`config.mk`:
```
export PLATFORM = sky130hd
export DESIGN_NAME = sks_ram
export DESIGN_NICKNAME = d
export VERILOG_FILES = /design/src/rtl/sks_ram.sv
export SDC_FILE = /design/constraint.sdc
export NUM_CORES = 2
export LEC_CHECK = 0
export BUFFER_PORTS_ARGS = -buffer_cell sky130_fd_sc_hd__buf_2
export CORE_ASPECT_RATIO = 1.4
export CORE_UTILIZATION = 40
export DETAILED_ROUTE_END_ITERATION = 6
export PLACE_DENSITY = 0.52
export SKIP_LAST_GASP = 1
export SLEW_MARGIN = 5
export SYNTH_ARGS = -nofsm -noshare
export SYNTH_HDL_FRONTEND = slang
export SYNTH_SLANG_ARGS = --single-unit
```
`constraint.sdc`:
```
create_clock -name clk -period 2.55 [get_ports clk]
set_clock_uncertainty 0.2 [all_clocks]
set_input_delay 0.255 -clock clk [delete_from_list [all_inputs] [get_ports clk]]
set_output_delay 0.255 -clock clk [all_outputs]
set_load 0.02 [all_outputs]
```
`src/rtl/sks_ram.sv`:
```
// sks_ram: generic single write port, single read port ram, registered read
// stand-alone, no package
`default_nettype none

module sks_ram #(
	parameter int WIDTH = 16,
	parameter int DEPTH = 256
) (
	input  logic                     clk,
	input  logic                     we,
	input  logic [$clog2(DEPTH)-1:0] waddr,
	input  logic [WIDTH-1:0]         wdata,
	input  logic [$clog2(DEPTH)-1:0] raddr,
	output logic [WIDTH-1:0]         rdata
);

	logic [WIDTH-1:0] mem [DEPTH];

	always_ff @(posedge clk) begin
		if (we) begin
			mem[waddr] <= wdata;
		end
		rdata <= mem[raddr];
	end

endmodule

`default_nettype wire

```
==> results <==
- The run finished, with violations left.
- The final reports fail on DRC, setup timing.
- At the worst endpoint, the required time is 3170 ps.
- The global-route wire length before repair is 644000 um.
- The yosys synthesis warning count is 0.
- The wire-length estimate of the detail-placed layout is 296000 um.
- The total detailed-routing wirelength is 461000 um.
- Across every metal layer, demand over resource in global routing totals 22.9%.
- The first routing iteration left 7952 violations.
- The actual slew at the worst max-slew pin is 919 ps.
- The clock period minus final worst setup slack is 2660 ps.
- The number of antenna violations at the first check in global routing came to 25.
- The commonest register cell after synthesis is sky130_fd_sc_hd__edfxtp_1.
- The fraction of final layout cells with drive strength greater than 1 is 31.9%.
- The library cell used most frequently in the layout, excluding fill and tap cells, is sky130_fd_sc_hd__edfxtp_1.
- The setup path with the least slack is of type reg -> reg.
- The congestion estimate from routability-driven global placement came to 0.881.
- After floorplanning, the core was divided into 273 placement rows.
- The synthesized design contains 4096 enable-type register cells.
- The leftover overflow at the end of global routing is 0.
- The worst register-to-register path begins at mem[63][5]$_DFFE_PP_.
- In this run the mean area of a mapped cell was 21.6 um^2.
- Yosys mapped the design onto 52 distinct sky130hd cell types.
- The number of pins with negative max-slew slack in the final report was 0.
- Measured along the x axis, the die boundary spans 534 um.
- The die covers 399000 um^2.
- The worst path uses 104% of the clock period.
- Synthesis produced a netlist with a net count of 7394.
- The final hold violation count is 0.
- The critical path startpoint category is a flip-flop.
- The synthesized netlist occupies a cell area of 159000 um^2.
- In this run the vertical extent of the chip is 747 um.
- The critical hold path startpoint is wdata[3].
- The initial core utilization is 40.2%.
- Across the VDD grid, the largest voltage drop is 570 uV.
- Before antenna repair, the detailed router went through 7 iterations.
- TritonCTS built the clock tree.
- The antenna violation net count after detailed routing is 0.
- The clock transition at the register clock pins on the worst setup and hold paths after CTS is 60 ps.
- The path class of the tightest hold or removal check is in -> reg.
- For this run, design rule violations remaining after detail routing come to 1.
- The final net count is 8495.
- Of the synthesized area, sequential elements account for 77.7%.
- The via count normalized by instance count is 5.69.
- The standard cell core area is 395000 um^2.
- The depth of the worst hold-timing path is 2.
- In this run the critical register-to-register path is captured at rdata[5]$_DFF_P_.
- The number of instances in the synthesized netlist is 7360.
- The leakage power figure is 61.0 nW.
- The cell at the root of the clock tree is sky130_fd_sc_hd__clkbuf_16.
- Compared with the post-synthesis result, the final layout area differs by 19.3%.
- Across the run, the number of max-cap violations was 0.
- Prior to clock tree synthesis, the placed netlist has a worst setup slack of -1880 ps.
- Clock tree synthesis inserted a total of 389 buffers.
- The final number of setup-violating endpoints is 12.
- Power comes to 141 mW.
- For this design, the sink count on the clock tree is 4112.
- The clock passes through at most 4 buffers.
- In the layout the commonest cells are sky130_fd_sc_hd__edfxtp_1 (4096), sky130_fd_sc_hd__mux4_2 (797), sky130_fd_sc_hd__buf_4 (755).
- In the final routed layout, each cell accounts on average for 32.8 um.
- The synthesized design contains 4112 register bits.
- The ratio of total power to cell area is 745 nW/um^2.
- The H-tree was split into 5 levels.
- The reg-to-reg setup timing slack is -110 ps.
- Once layout is complete, the utilization of the core stands at 48.0%.
- For this run, asynchronously set or reset flops after synthesis account for 0%.
- For the worst flop-to-flop path, the logic depth is 6.
- The worst slew slack as a fraction of its limit is 38.2%.
- The number of I/O pins is 50.
- The source-to-sink clock delay at the later pin of the worst-skew pair is 950 ps.
- Along the worst path, the maximum fanout reaches 1.
- The critical path endpoint category is a flip-flop.
- The capture endpoint of the worst hold path is mem[243][3]$_DFFE_PP_.
- At the worst endpoint, the arrival time is 3280 ps.
- Setup repair after global routing could not meet its margin everywhere.
- Buffers placed on the I/O ports in this run total 49.
- Entering global routing, the biggest net connects 95 pins.
- The maximum clock frequency is 376 MHz.
- The total via count in the routed design is 79.7k.
- On the final layout, the worst hold slack is 94.4 ps.
- The via count of the first global-routing pass came to 82.5k.
- Setup slack on the critical path of the routed design comes to -107 ps.
per-layer routing:
layer / global-route usage [%] / share of wire, % / wire (um) / up-vias
met4: 8.74 / 4.3 / 19700 / 6
met2: 40.0 / 51 / 237000 / 2306
met3: 2.80 / 5.0 / 22900 / 616
met1: 29.0 / 39 / 181000 / 43300
li1: - / - / - / 33500
met5: 0 / 0.0069 / 32 / -
how the worst max path moves through the flow:
stage                           start               endpoint  slack, ps  cells after the start
2_1_floorplan                waddr[3]  mem[235][0]$_DFFE_PP_        -70                      6
3_3_place_gp                 raddr[0]       rdata[6]$_DFF_P_      -1850                     12
3_5_place_dp                 raddr[0]       rdata[6]$_DFF_P_      -1880                     12
4_1_cts        mem[129][14]$_DFFE_PP_      rdata[14]$_DFF_P_       -140                      8
5_1_grt          mem[63][5]$_DFFE_PP_       rdata[5]$_DFF_P_       -160                      6
6_report         mem[63][5]$_DFFE_PP_       rdata[5]$_DFF_P_       -110                      6
area by class of cell:
class | instances | area [um^2]
antenna | 13 | 32.5
clock buffer | 511 | 10600
clock inverter | 201 | 1980
fill | 32400 | 205000
inverter | 4 | 27.5
multi-input combinational | 2792 | 33800
sequential | 4112 | 123000
tap | 5225 | 6540
timing repair buffer | 1162 | 13100
synthesized netlist by cell type, drive strengths merged (21+ instances only):
library cell	instances	area (um^2)
edfxtp	4096	123000
mux4	797	17900
mux2i	565	5660
nor2	304	1140
o221ai	253	2220
clkbuf	230	863
buf	222	1810
a21oi	175	876
o22ai	148	926
nor3	92	460
mux2	88	991
a22oi	43	323
nand2	38	143
o21ai	38	190
nand3	35	175
a22o	32	280
a221oi	28	245
nand4	26	163
o32ai	21	191
power by group:
part	total, mW	internal, mW	switching, mW
Clock	58.0	32.8	25.2
Sequential	74.6	74.5	0.142
Combinational	8.49	3.31	5.18
metrics by stage:
stage	setup TNS [ps]	std cells	cell area, um^2
floorplan	-88360	7360	159000
global placement	-21970	13300	175000
detailed placement	-22040	13300	175000
CTS	-794	14000	189000
global route	-953	14000	189000
finish	-593	14000	189000
critical path, cell delays in order (launching register included):
cell,delay [ps]
sky130_fd_sc_hd__edfxtp_1,370
sky130_fd_sc_hd__mux4_2,520
sky130_fd_sc_hd__mux4_2,600
sky130_fd_sc_hd__a22o_4,340
sky130_fd_sc_hd__o32ai_2,220
sky130_fd_sc_hd__buf_4,210
sky130_fd_sc_hd__nor4_2,60
sequential cells by signal, indices dropped and copies added, names as in the netlist:
register and flops:
mem 4096, rdata 16
what timing repair did:
action	4_1_cts	5_1_grt
pin swaps	22	15
cloned	7	4
buffers inserted	4	4
setup endpoints to repair	16	16
resized for setup	126	38
hold buffers	27	0
hold endpoints to repair	4219	0
logic make-up (layout without fill, tap and decap cells):
group | Yosys count | count (layout) | share of synthesized area [%]
simple gates | 556 | 556 | 1.57
buf+inv | 456 | 1878 | 1.69
compound gates | 786 | 786 | 3.54
other cells | 0 | 13 | 0
flops | 4112 | 4112 | 77.7
mux | 1450 | 1450 | 15.5
Note: power is estimated with default switching activity, not from simulation.
